**config.mk**
```make
export PLATFORM = sky130hd
export DESIGN_NAME = length_prefixed_deframer
export DESIGN_NICKNAME = d
export VERILOG_FILES = /design/src/rtl/core/lpd_pkg.sv /design/src/rtl/core/length_prefixed_deframer.sv /design/src/rtl/core/lpd_parser.sv
export SDC_FILE = /design/constraint.sdc
export NUM_CORES = 1
export LEC_CHECK = 0
export ABC_AREA = 1
export BUFFER_PORTS_ARGS = -buffer_cell sky130_fd_sc_hd__buf_2
export CORE_ASPECT_RATIO = 1.4
export CORE_UTILIZATION = 55
export CTS_CLUSTER_SIZE = 12
export DETAILED_ROUTE_END_ITERATION = 16
export PLACE_DENSITY = 0.72
export SYNTH_ARGS = -nofsm -noshare
export SYNTH_HDL_FRONTEND = slang
export SYNTH_SLANG_ARGS = --single-unit
```
**constraint.sdc**
```tcl
create_clock -name clk -period 8.6 [get_ports clk]
set_input_delay 0.43 -clock clk [delete_from_list [all_inputs] [get_ports clk]]
set_output_delay 0.43 -clock clk [all_outputs]
set_load 0.005 [all_outputs]
```
**src/rtl/core/lpd_pkg.sv**
```systemverilog
// ----------------------------------------------------------------------------
// lpd_pkg
// Shared types and constants for the length-prefixed deframer.
// ----------------------------------------------------------------------------
package lpd_pkg;

  localparam int HEADER_BYTES = 5;
  localparam int LEN_BYTES    = 4;

  typedef enum logic [1:0] {
    PH_HEADER = 2'd0,
    PH_TOKLEN = 2'd1,
    PH_DATA   = 2'd2,
    PH_SKIP   = 2'd3
  } phase_t;

  typedef enum logic [1:0] {
    KIND_TYPE    = 2'd0,
    KIND_BYTE    = 2'd1,
    KIND_EMPTY   = 2'd2,
    KIND_CORRUPT = 2'd3
  } kind_t;

  typedef struct packed {
    logic       present;
    kind_t      kind;
    logic [7:0] value;
    logic [7:0] token_index;
    logic       token_last;
    logic       message_last;
  } result_t;

endpackage

```
**src/rtl/core/length_prefixed_deframer.sv**
```systemverilog
// ----------------------------------------------------------------------------
// length_prefixed_deframer
// Splits a byte stream of length-prefixed messages into typed, indexed
// token bytes with end-of-token and end-of-message marks.
//
//   channel  signals                      width  content
//   in       in_valid / in_ready          8      stream_byte
//   out      out_valid / out_ready        20     kind, value, token_index,
//                                                token_last, message_last
//
// One byte per cycle sustained, unless a blocked result stalls the input stage.
// Each byte passes an input register, one decode step, and a result register.
// Bytes that produce no result drain even while the result register is full.
// Reset is synchronous and returns the parser to the header phase.
// A full result register with out_ready low holds the input stage for a byte that produces a result.
// ----------------------------------------------------------------------------
module length_prefixed_deframer (
  input  logic       clk,
  input  logic       rst,
  input  logic       in_valid,
  output logic       in_ready,
  input  logic [7:0] stream_byte,
  output logic       out_valid,
  input  logic       out_ready,
  output logic [1:0] kind,
  output logic [7:0] value,
  output logic [7:0] token_index,
  output logic       token_last,
  output logic       message_last
);

  logic             s1_valid;
  logic [7:0]       s1_byte;
  logic             advance;
  lpd_pkg::result_t res;

  assign advance  = s1_valid && (!res.present || !out_valid || out_ready);
  assign in_ready = !s1_valid || advance;

  lpd_parser u_parser (
    .clk         (clk),
    .rst         (rst),
    .advance     (advance),
    .stream_byte (s1_byte),
    .res         (res)
  );

  always_ff @(posedge clk) begin
    if (rst) begin
      s1_valid <= 1'b0;
    end else if (in_valid && in_ready) begin
      s1_valid <= 1'b1;
    end else if (advance) begin
      s1_valid <= 1'b0;
    end
  end

  always_ff @(posedge clk) begin
    if (in_valid && in_ready) begin
      s1_byte <= stream_byte;
    end
  end

  always_ff @(posedge clk) begin
    if (rst) begin
      out_valid <= 1'b0;
    end else if (advance && res.present) begin
      out_valid <= 1'b1;
    end else if (out_ready) begin
      out_valid <= 1'b0;
    end
  end

  always_ff @(posedge clk) begin
    if (advance && res.present) begin
      kind         <= res.kind;
      value        <= res.value;
      token_index  <= res.token_index;
      token_last   <= res.token_last;
      message_last <= res.message_last;
    end
  end

  a_stall_cause: assert property (@(posedge clk) disable iff (rst)
    !in_ready |-> s1_valid && out_valid && !out_ready)
    else $error("input stalled without a blocked result");

  a_type_fields: assert property (@(posedge clk) disable iff (rst)
    out_valid && kind == lpd_pkg::KIND_TYPE |-> token_index == 8'd0 && !token_last)
    else $error("type request carries token marks");

  a_corrupt_ends: assert property (@(posedge clk) disable iff (rst)
    out_valid && kind == lpd_pkg::KIND_CORRUPT |-> message_last && !token_last
      && value == 8'd0)
    else $error("corrupt request does not end message");

  a_empty_tok: assert property (@(posedge clk) disable iff (rst)
    out_valid && kind == lpd_pkg::KIND_EMPTY |-> token_last && value == 8'd0)
    else $error("empty token request malformed");

endmodule

```
**src/rtl/core/lpd_parser.sv**
```systemverilog
// ----------------------------------------------------------------------------
// lpd_parser
// Framing state and per-byte decode: headers, token lengths, payload, skip.
// ----------------------------------------------------------------------------
module lpd_parser (
  input  logic              clk,
  input  logic              rst,
  input  logic              advance,
  input  logic [7:0]        stream_byte,
  output lpd_pkg::result_t  res
);

  lpd_pkg::phase_t phase, phase_next;
  logic [2:0]      field_byte_count, field_byte_count_next;
  logic [31:0]     length_shift, length_shift_next;
  logic [30:0]     body_remaining, body_remaining_next;
  logic [31:0]     token_remaining, token_remaining_next;
  logic [7:0]      token_count, token_count_next;
  logic [7:0]      type_hold, type_hold_next;

  logic [30:0] body_dec;
  logic [31:0] token_dec;
  logic [31:0] shifted;
  logic [7:0]  count_bump;
  logic        body_done;
  logic        tok_last;

  assign body_dec   = body_remaining - 31'd1;
  assign token_dec  = token_remaining - 32'd1;
  assign shifted    = {length_shift[23:0], stream_byte};
  assign count_bump = (token_count == 8'hFF) ? token_count : token_count + 8'd1;
  assign body_done  = (body_dec == 31'd0);
  assign tok_last   = (token_dec == 32'd0);

  always_comb begin
    phase_next            = phase;
    field_byte_count_next = field_byte_count;
    length_shift_next     = length_shift;
    body_remaining_next   = body_remaining;
    token_remaining_next  = token_remaining;
    token_count_next      = token_count;
    type_hold_next        = type_hold;
    res                   = '0;
    res.token_index       = token_count;

    unique case (phase)
      lpd_pkg::PH_TOKLEN: begin
        body_remaining_next = body_dec;
        length_shift_next   = shifted;
        if (field_byte_count < 3'(lpd_pkg::LEN_BYTES - 1)) begin
          field_byte_count_next = field_byte_count + 3'd1;
          if (body_done) begin
            res.present           = 1'b1;
            res.kind              = lpd_pkg::KIND_CORRUPT;
            res.message_last      = 1'b1;
            phase_next            = lpd_pkg::PH_HEADER;
            field_byte_count_next = 3'd0;
          end
        end else begin
          field_byte_count_next = 3'd0;
          if (shifted > {1'b0, body_dec}) begin
            res.present      = 1'b1;
            res.kind         = lpd_pkg::KIND_CORRUPT;
            res.message_last = 1'b1;
            phase_next       = body_done ? lpd_pkg::PH_HEADER : lpd_pkg::PH_SKIP;
          end else if (shifted == 32'd0) begin
            res.present      = 1'b1;
            res.kind         = lpd_pkg::KIND_EMPTY;
            res.token_last   = 1'b1;
            res.message_last = body_done;
            token_count_next = count_bump;
            phase_next       = body_done ? lpd_pkg::PH_HEADER : lpd_pkg::PH_TOKLEN;
          end else begin
            token_remaining_next = shifted;
            phase_next           = lpd_pkg::PH_DATA;
          end
        end
      end
      lpd_pkg::PH_DATA: begin
        body_remaining_next  = body_dec;
        token_remaining_next = token_dec;
        res.present          = 1'b1;
        res.kind             = lpd_pkg::KIND_BYTE;
        res.value            = stream_byte;
        res.token_last       = tok_last;
        res.message_last     = tok_last && body_done;
        if (tok_last) begin
          token_count_next      = count_bump;
          field_byte_count_next = 3'd0;
          phase_next            = body_done ? lpd_pkg::PH_HEADER : lpd_pkg::PH_TOKLEN;
        end
      end
      lpd_pkg::PH_SKIP: begin
        body_remaining_next = body_dec;
        if (body_done) begin
          phase_next = lpd_pkg::PH_HEADER;
        end
      end
      default: begin
        phase_next = lpd_pkg::PH_HEADER;
        if (field_byte_count == 3'd0) begin
          type_hold_next        = stream_byte;
          length_shift_next     = 32'd0;
          field_byte_count_next = 3'd1;
        end else begin
          length_shift_next = shifted;
          if (field_byte_count < 3'(lpd_pkg::HEADER_BYTES - 1)) begin
            field_byte_count_next = field_byte_count + 3'd1;
          end else begin
            field_byte_count_next = 3'd0;
            token_count_next      = 8'd0;
            token_remaining_next  = 32'd0;
            body_remaining_next   = shifted[31] ? 31'd0 : shifted[30:0];
            res.present           = 1'b1;
            res.kind              = lpd_pkg::KIND_TYPE;
            res.value             = type_hold;
            res.token_index       = 8'd0;
            res.message_last      = (body_remaining_next == 31'd0);
            phase_next            = (body_remaining_next == 31'd0) ?
                                    lpd_pkg::PH_HEADER : lpd_pkg::PH_TOKLEN;
          end
        end
      end
    endcase
  end

  always_ff @(posedge clk) begin
    if (rst) begin
      phase            <= lpd_pkg::PH_HEADER;
      field_byte_count <= 3'd0;
      length_shift     <= 32'd0;
      body_remaining   <= 31'd0;
      token_remaining  <= 32'd0;
      token_count      <= 8'd0;
      type_hold        <= 8'd0;
    end else if (advance) begin
      phase            <= phase_next;
      field_byte_count <= field_byte_count_next;
      length_shift     <= length_shift_next;
      body_remaining   <= body_remaining_next;
      token_remaining  <= token_remaining_next;
      token_count      <= token_count_next;
      type_hold        <= type_hold_next;
    end
  end

endmodule
```
---- Word level (Yosys, flattened, before mapping) ----
Index checks and enable logic that the tools add are counted.
Widths: inputs -> output; s select.
storage, ports and cells
  register bits after elaboration ......... 138
  input port bits ......................... 12
  word-level logic and storage cells ...... 125
cells by class
  reduce and logical (&&, ||, !) cells .... 27
  equal/unequal tests ..................... 13
  magnitude comparators ................... 3
  bitwise logic cells ..................... 3
  muxes and demuxes ....................... 60
  add/sub/neg operators ................... 4
operators with widths
  operator               number
  $mux 32                5
  $mux 31                4
  $pmux 32 s3            1
  $logic_not 32->1       2
  $mux 8                 8
  $logic_not 31->1       2
  $pmux 24 s2            1
  $mux 19                2
  $gt 32x31->1           1
  $sub 32x1->32 const B  1
  $sub 31x1->31 const B  1
  $mux 3                 9
  $mux 24                1
  $pmux 8 s3             1
  $mux 2                 9
  $pmux 3 s3             2
  $pmux 8 s2             1
  $mux 1                 13
  $ne 2x2->1 const B     5
  $reduce_and 3->1       3
  $add 8x1->8 const B    1
  $eq 8x8->1 const B     1
  $reduce_and 8->1       1
  $reduce_and 7->1       1
  other kinds (19)       34

---- Longest topological paths before layout ----
  depth in word-level cells ............... 12
  gate-level depth with buffers ........... 29
  gate-level depth less buffers ........... 28

---- By module ----
Synthesis repeated with hierarchy kept, for this count alone.
unflattened totals
  cells, all modules ...................... 1417
  area total of the unflattened synthesis .. 9451.6 um^2
by module, submodules not included
  module                    instances  cells each  sequential area each (um^2)  area an instance (um^2)
  lpd_parser                1          1371        2162.1                       8491.9
  length_prefixed_deframer  1          46          880.8                        959.7

---- Worst setup path after synthesis ----
Ideal clock, no wire load.
  kind .................................... reg2reg
  start ................................... register u_parser.body_remaining[0]
  end ..................................... register kind[0] (enable)
  setup time .............................. 0.376 ns
  stages on the path, launching flop included .. 24
  slack ................................... 4.954 ns
  data required time ...................... 8.224 ns
  arrival ................................. 3.270 ns
  path buffers ............................ 1
  clock period less this slack ............ 3.646 ns
  path through ............................ dfxtp_1 inv_2 ha_1 inv_1 nor2_1 nand2_1 nor2_4 xor2_4 ha_1 inv_1 nor3_1 and2_1 and3_1 nand3_1 nand3_1 nand3_1 nand2_1 inv_1 nand2_2 nand2_2 nand2_4 buf_4 nand3_1 inv_1
on the way
  longest elaborated chain between the ends .. 10
ends and longest elaborated chain
  what                                                     RTL line                            text
  start: declaration                                       lpd_parser.sv:16                    logic [30:0] body_remaining, body_remaining_next;
  start signal: assignment                                 lpd_parser.sv:140                   body_remaining <= body_remaining_next;
  $sub 31x1->31 *                                          lpd_parser.sv:28                    assign body_dec = body_remaining - 31'd1;
  $gt 32x31->1 / $logic_not 31->1 (equally long branches)  lpd_parser.sv:61, lpd_parser.sv:32
  $mux 3, on equally long branches                         lpd_parser.sv:61, lpd_parser.sv:52
  $mux 3 *                                                 lpd_parser.sv:50                    if (field_byte_count < 3'(lpd_pkg::LEN_BYTES - 1)) begin
  $pmux 3 s3 *                                             lpd_parser.sv:46                    unique case (phase)
  $logic_not 1->1                                          length_prefixed_deframer.sv:37      assign advance = s1_valid && (!res.present || !out_valid || out_ready);
  $logic_or 1x1->1 (2 in series)                           length_prefixed_deframer.sv:37
  $logic_and 1x1->1                                        length_prefixed_deframer.sv:37
  $logic_and 1x1->1 *                                      length_prefixed_deframer.sv:75      if (advance && res.present) begin
  end signal: assignment                                   length_prefixed_deframer.sv:76      kind <= res.kind;
  end: declaration                                         length_prefixed_deframer.sv:25      output logic [1:0] kind,
Every way passes the cells marked *; elsewhere a longest branch is shown, timed or not.
A chain may end at the register's enable or synchronous reset.

---- Worst setup path after layout ----
  start ................................... register u_parser.body_remaining[1]
  end ..................................... register u_parser.token_remaining[21]
on the way
  longest elaborated chain between the ends .. 10
ends and longest elaborated chain
  what                                                     RTL line                            text
  $sub 31x1->31 *                                          lpd_parser.sv:28
  $gt 32x31->1 / $logic_not 31->1 (equally long branches)  lpd_parser.sv:61, lpd_parser.sv:32
  $mux 3, on equally long branches                         lpd_parser.sv:61, lpd_parser.sv:52
  $mux 3                                                   lpd_parser.sv:50
  $pmux 3 s3                                               lpd_parser.sv:46
  $logic_not 1->1                                          length_prefixed_deframer.sv:37
  $logic_or 1x1->1 (2 in series)                           length_prefixed_deframer.sv:37
  $logic_and 1x1->1                                        length_prefixed_deframer.sv:37
  $reduce_and 7->1 (no source line) *                      -
  end signal: assignment                                   lpd_parser.sv:141                   token_remaining <= token_remaining_next;
  end: declaration                                         lpd_parser.sv:17                    logic [31:0] token_remaining, token_remaining_next;
Marks and branches as above.

==> impl_table.tex <==
\begin{tabular}{lr}
\hline
Metric & Value \\
\hline
\multicolumn{2}{l}{\textbf{Outcome}} \\
Status & finished, final reports clean \\
\multicolumn{2}{l}{\textbf{Floorplan}} \\
Starting utilization of the core area & approximately 56\% \\
Die area & 0.0189 mm² \\
Die height & 162 µm \\
Die Width & 116 µm \\
Number of cell rows & 58 \\
Total core area & 0.0179 mm² \\
Count of boundary I/O pins & 34 \\
\multicolumn{2}{l}{\textbf{Finish}} \\
Area used by sequential logic in the layout & 0.00304 mm² \\
Fraction of layout instances using a drive strength above 1 & approximately 6.3\% \\
Commonest cells after routing, fill and taps aside & 482 x nand2\_1, 300 x nor2\_1, 189 x inv\_1 \\
Number of nets in the final layout & 1,691 \\
Footprint of the multi-input gates & between 0.006 and 0.007 mm² \\
Total inserted antenna cells & 0 \\
Most common cell after layout, fill and taps aside & nand2\_1 \\
FILL cells & 1,805 \\
Area growth, synth to finish & 7.70\% \\
\multicolumn{2}{l}{\textbf{Clock tree}} \\
Count of buffers added by post-CTS timing repair for setup & 0 \\
Number of clock sinks seen by CTS & 138 \\
Post-cts gate resize count & 0 \\
CTS tree & yes \\
Hold buffer count at cts & 0 \\
Clock root cell & clkbuf\_16 \\
Total number of H-tree levels & 4 \\
Number of buffers created by CTS & 17 \\
Clock-pin slew reported for the worst setup and hold paths after clock tree synthesis & 70 ps \\
Clock tree buffer depth & 2 \\
Worst skew pair latency & around 440 ps \\
\multicolumn{2}{l}{\textbf{STA}} \\
Worst-Margin Slew & 1190 ps \\
Final Max Tran Viols & 0 \\
Endpoints failing hold & 0 \\
Number of setup violations in the final report & 0 \\
Period minus WS final & 5270 ps \\
Share of the clock period used by the worst path after layout & 61.2\% \\
Setup total negative slack & 0 ps \\
Top achievable clock speed & 0.190 GHz \\
Unrepaired setup endpoints after global routing & no \\
Post-route clock skew & $\sim$14 ps \\
Slew HR & 20.6\% \\
\multicolumn{2}{l}{\textbf{Placed design}} \\
Number of buffers added on ports & 33 \\
Placer Congestion & 0.986 \\
Dpl hpwl & 22,800 µm \\
\multicolumn{2}{l}{\textbf{Routing}} \\
Post-detailed-route DRC marker count & 0 \\
Via count & 10,700 \\
Routed via count divided by cell count & 5.64 \\
Drt pass-1 iters & 5 \\
Routed len/inst & 16.4 µm \\
Post-route ant nets & 0 \\
Total detailed-routing wirelength & 30,900 µm \\
Detailed Route Iter0 Violations & 983 \\
\multicolumn{2}{l}{\textbf{Logic synthesis}} \\
Mapped Area & between 0.01 and 0.015 mm² \\
Fraction of the mapped netlist area in compound gates & 9.60\% \\
Adder and majority cell fraction of the synthesized area & under 10\% \\
Flop and latch count out of synthesis & 138 \\
Combinational family with the most area after synthesis & simple AND/OR/NAND/NOR gates \\
Yosys warns & 0 \\
Post-Synth Simple-Gate Area & 42.1\% \\
Post-Synthesis Cells & approximately 1,600 \\
Xor and xnor fraction of the mapped netlist area & 2.42\% \\
Proportion of synthesized chip area in sequential cells & 30.2\% \\
Multiplexer area fraction after synthesis & 0\% \\
Net count after synthesis & 1,695 \\
Avg Inst Size Synth & around 6 µm² \\
Number of distinct library cell variants in the gate-level netlist after synthesis & 42 \\
\multicolumn{2}{l}{\textbf{Global routing}} \\
Wire length of the first global-routing pass & 49,300 µm \\
Maximum number of pins on one net before global-route repair & 61 \\
Antenna violations before repair & 0 \\
Sum of overflow across all layers after global routing & 0 \\
Vias in the first global route & 9,830 \\
Total global routing track utilization & 33.9\% \\
\multicolumn{2}{l}{\textbf{Setup path}} \\
Largest fanout of any net on the critical path & 60 \\
Critical Path Source Type & flip-flop \\
Data arrival time of the worst path & 5590 ps \\
Critical path type & reg -> reg \\
Kind of end point of the critical path & flip-flop \\
Data required time of the critical path & 8920 ps \\
\multicolumn{2}{l}{\textbf{Worst hold path}} \\
Tightest Hold Check Type & in -> reg \\
\multicolumn{2}{l}{\textbf{Pwr}} \\
Total Power & 2.27 mW \\
Ratio of total power to cell area & around 210 mW/mm² \\
Peak supply drop & about 0.14 mV \\
Leak Pwr & 5.46 nW \\
\multicolumn{2}{l}{\textbf{Job}} \\
Max-Cap Viols & 0 \\
\hline
\end{tabular}
cell usage after synthesis:
master     instances  area (µm²)
nand2_1          482        1810
nor2_1           300        1130
inv_1            189         709
dfxtp_1          110        2200
nand3_1           88         440
nand4_1           80         500
a21oi_1           71         355
o21ai_0           59         295
ha_1              44         551
clkbuf_1          35         131
o22ai_1           29         181
edfxtp_1          28         841
xor2_1            19         166
nor3_1            12        60.1
nor4_1            12        75.1
buf_2              8        40.0
buf_4              8        60.1
buf_1              7        26.3
nor2_2             7        43.8
a21oi_2            4        35.0
nand2_2            4        25.0
nor2_4             4        45.0
o21ai_1            4        20.0
a41oi_1            3        26.3
and3_1             3        18.8
buf_6              3        33.8
nand3_2            3        30.0
and2_1             2        12.5
clkinv_1           2        7.51
inv_2              2        7.51
nand3_4            2        35.0
o2111ai_1          2        17.5
o21a_1             2        15.0
xnor2_1            2        17.5
xor2_2             2        32.5
a21o_1             1        7.51
a31oi_1            1        6.26
buf_8              1        15.0
nand2_4            1        11.3
nor4b_1            1        8.76
o21bai_1           1        7.51
xor2_4             1        27.5
power breakdown:
part | switching (mW) | internal (mW) | leakage [nW] | total, mW
logic | 0.588 | 0.232 | 4.04 | 0.820
registers | 0.0302 | 0.690 | 1.14 | 0.720
clock network | 0.344 | 0.386 | 0.284 | 0.729
state kept, by name, indices dropped and copies added, names as in the netlist, 2 cells and up:
register / cells
u_parser.length_shift: 24
token_index: 8
s1_byte: 8
value: 8
u_parser.field_byte_count: 3
kind: 2
u_parser.type_hold: 8
u_parser.body_remaining: 31
u_parser.token_count: 8
u_parser.phase: 2
u_parser.token_remaining: 32
per-layer routing:
layer  vias to the layer above  track usage (%)  share of wire (%)
met2                       395             57.0                 49
met1                      4865             40.7                 41
met4                         0             19.2                5.2
li1                       5291                -                  -
met5                         -                0                  0
met3                       105             4.78                5.5
stage by stage:
step | instance area [µm²] | hold WS, ps | utilization (%) | cells | setup slack, ps
after floorplan | 10100 | 454 | - | 1639 | 4950
after global placement | 10300 | 467 | 57.4 | 1856 | 3540
after detailed placement | 10300 | 471 | 57.4 | 1856 | 3460
after CTS | 10900 | 151 | 60.5 | 1888 | 3410
after global routing | 10900 | 149 | 60.5 | 1888 | 2850
final | 10900 | 161 | 60.5 | 1888 | 3330
cell type report:
class | count | area share, %
clock buffer | 17 | 3.92
clock inverter | 15 | 1.34
inverter | 193 | 6.68
multi-input combinational | 1246 | 55.3
sequential | 138 | 28.0
tap | 240 | 2.77
timing repair buffer | 39 | 1.94
final timing paths:
| check | startpoint | to | slack (ps) | cells past startpoint |
|---|---|---|---|---|
| hold reg to reg | u_parser.token_count[4]$_SDFFE_PP0P_ | u_parser.token_count[4]$_SDFFE_PP0P_ | 480 | 2 |
| setup reg to reg | u_parser.body_remaining[1]$_SDFFE_PP0P_ | u_parser.token_remaining[21]$_SDFFE_PP0P_ | 3330 | 23 |
| hold / removal | stream_byte[1] | s1_byte[1]$_DFFE_PP_ | 160 | 1 |
| setup / recovery | u_parser.body_remaining[1]$_SDFFE_PP0P_ | u_parser.token_remaining[21]$_SDFFE_PP0P_ | 3330 | 23 |
logic make-up (layout without fill, tap and decap cells):
logic type	after synthesis	count (layout)
buffers and inverters	255	264
flip-flops	138	138
XOR/XNOR	24	24
AO/OA/AOI/OAI	177	177
adder cells (fa/ha/maj)	44	44
AND/OR/NAND/NOR	1001	1001
worst max-delay path: stages (launching register included):
cell and delay, ps:
dfxtp_1 320, inv_1 110, ha_1 260, nand2_1 180
nor2_4 280, nand2_1 100, xor2_1 350, inv_1 80
ha_1 280, nand2_1 60, nor2_1 150, nand2_1 80
nor2_1 140, nand3_1 110, nand3_1 160, nand3_1 150
nand2_1 90, inv_1 40, nand2_2 70, nand2_2 80
nand2_4 430, nand3_2 1040, a21oi_1 430, nor2_1 60
No activity file was read; power rests on OpenSTA's default activity.
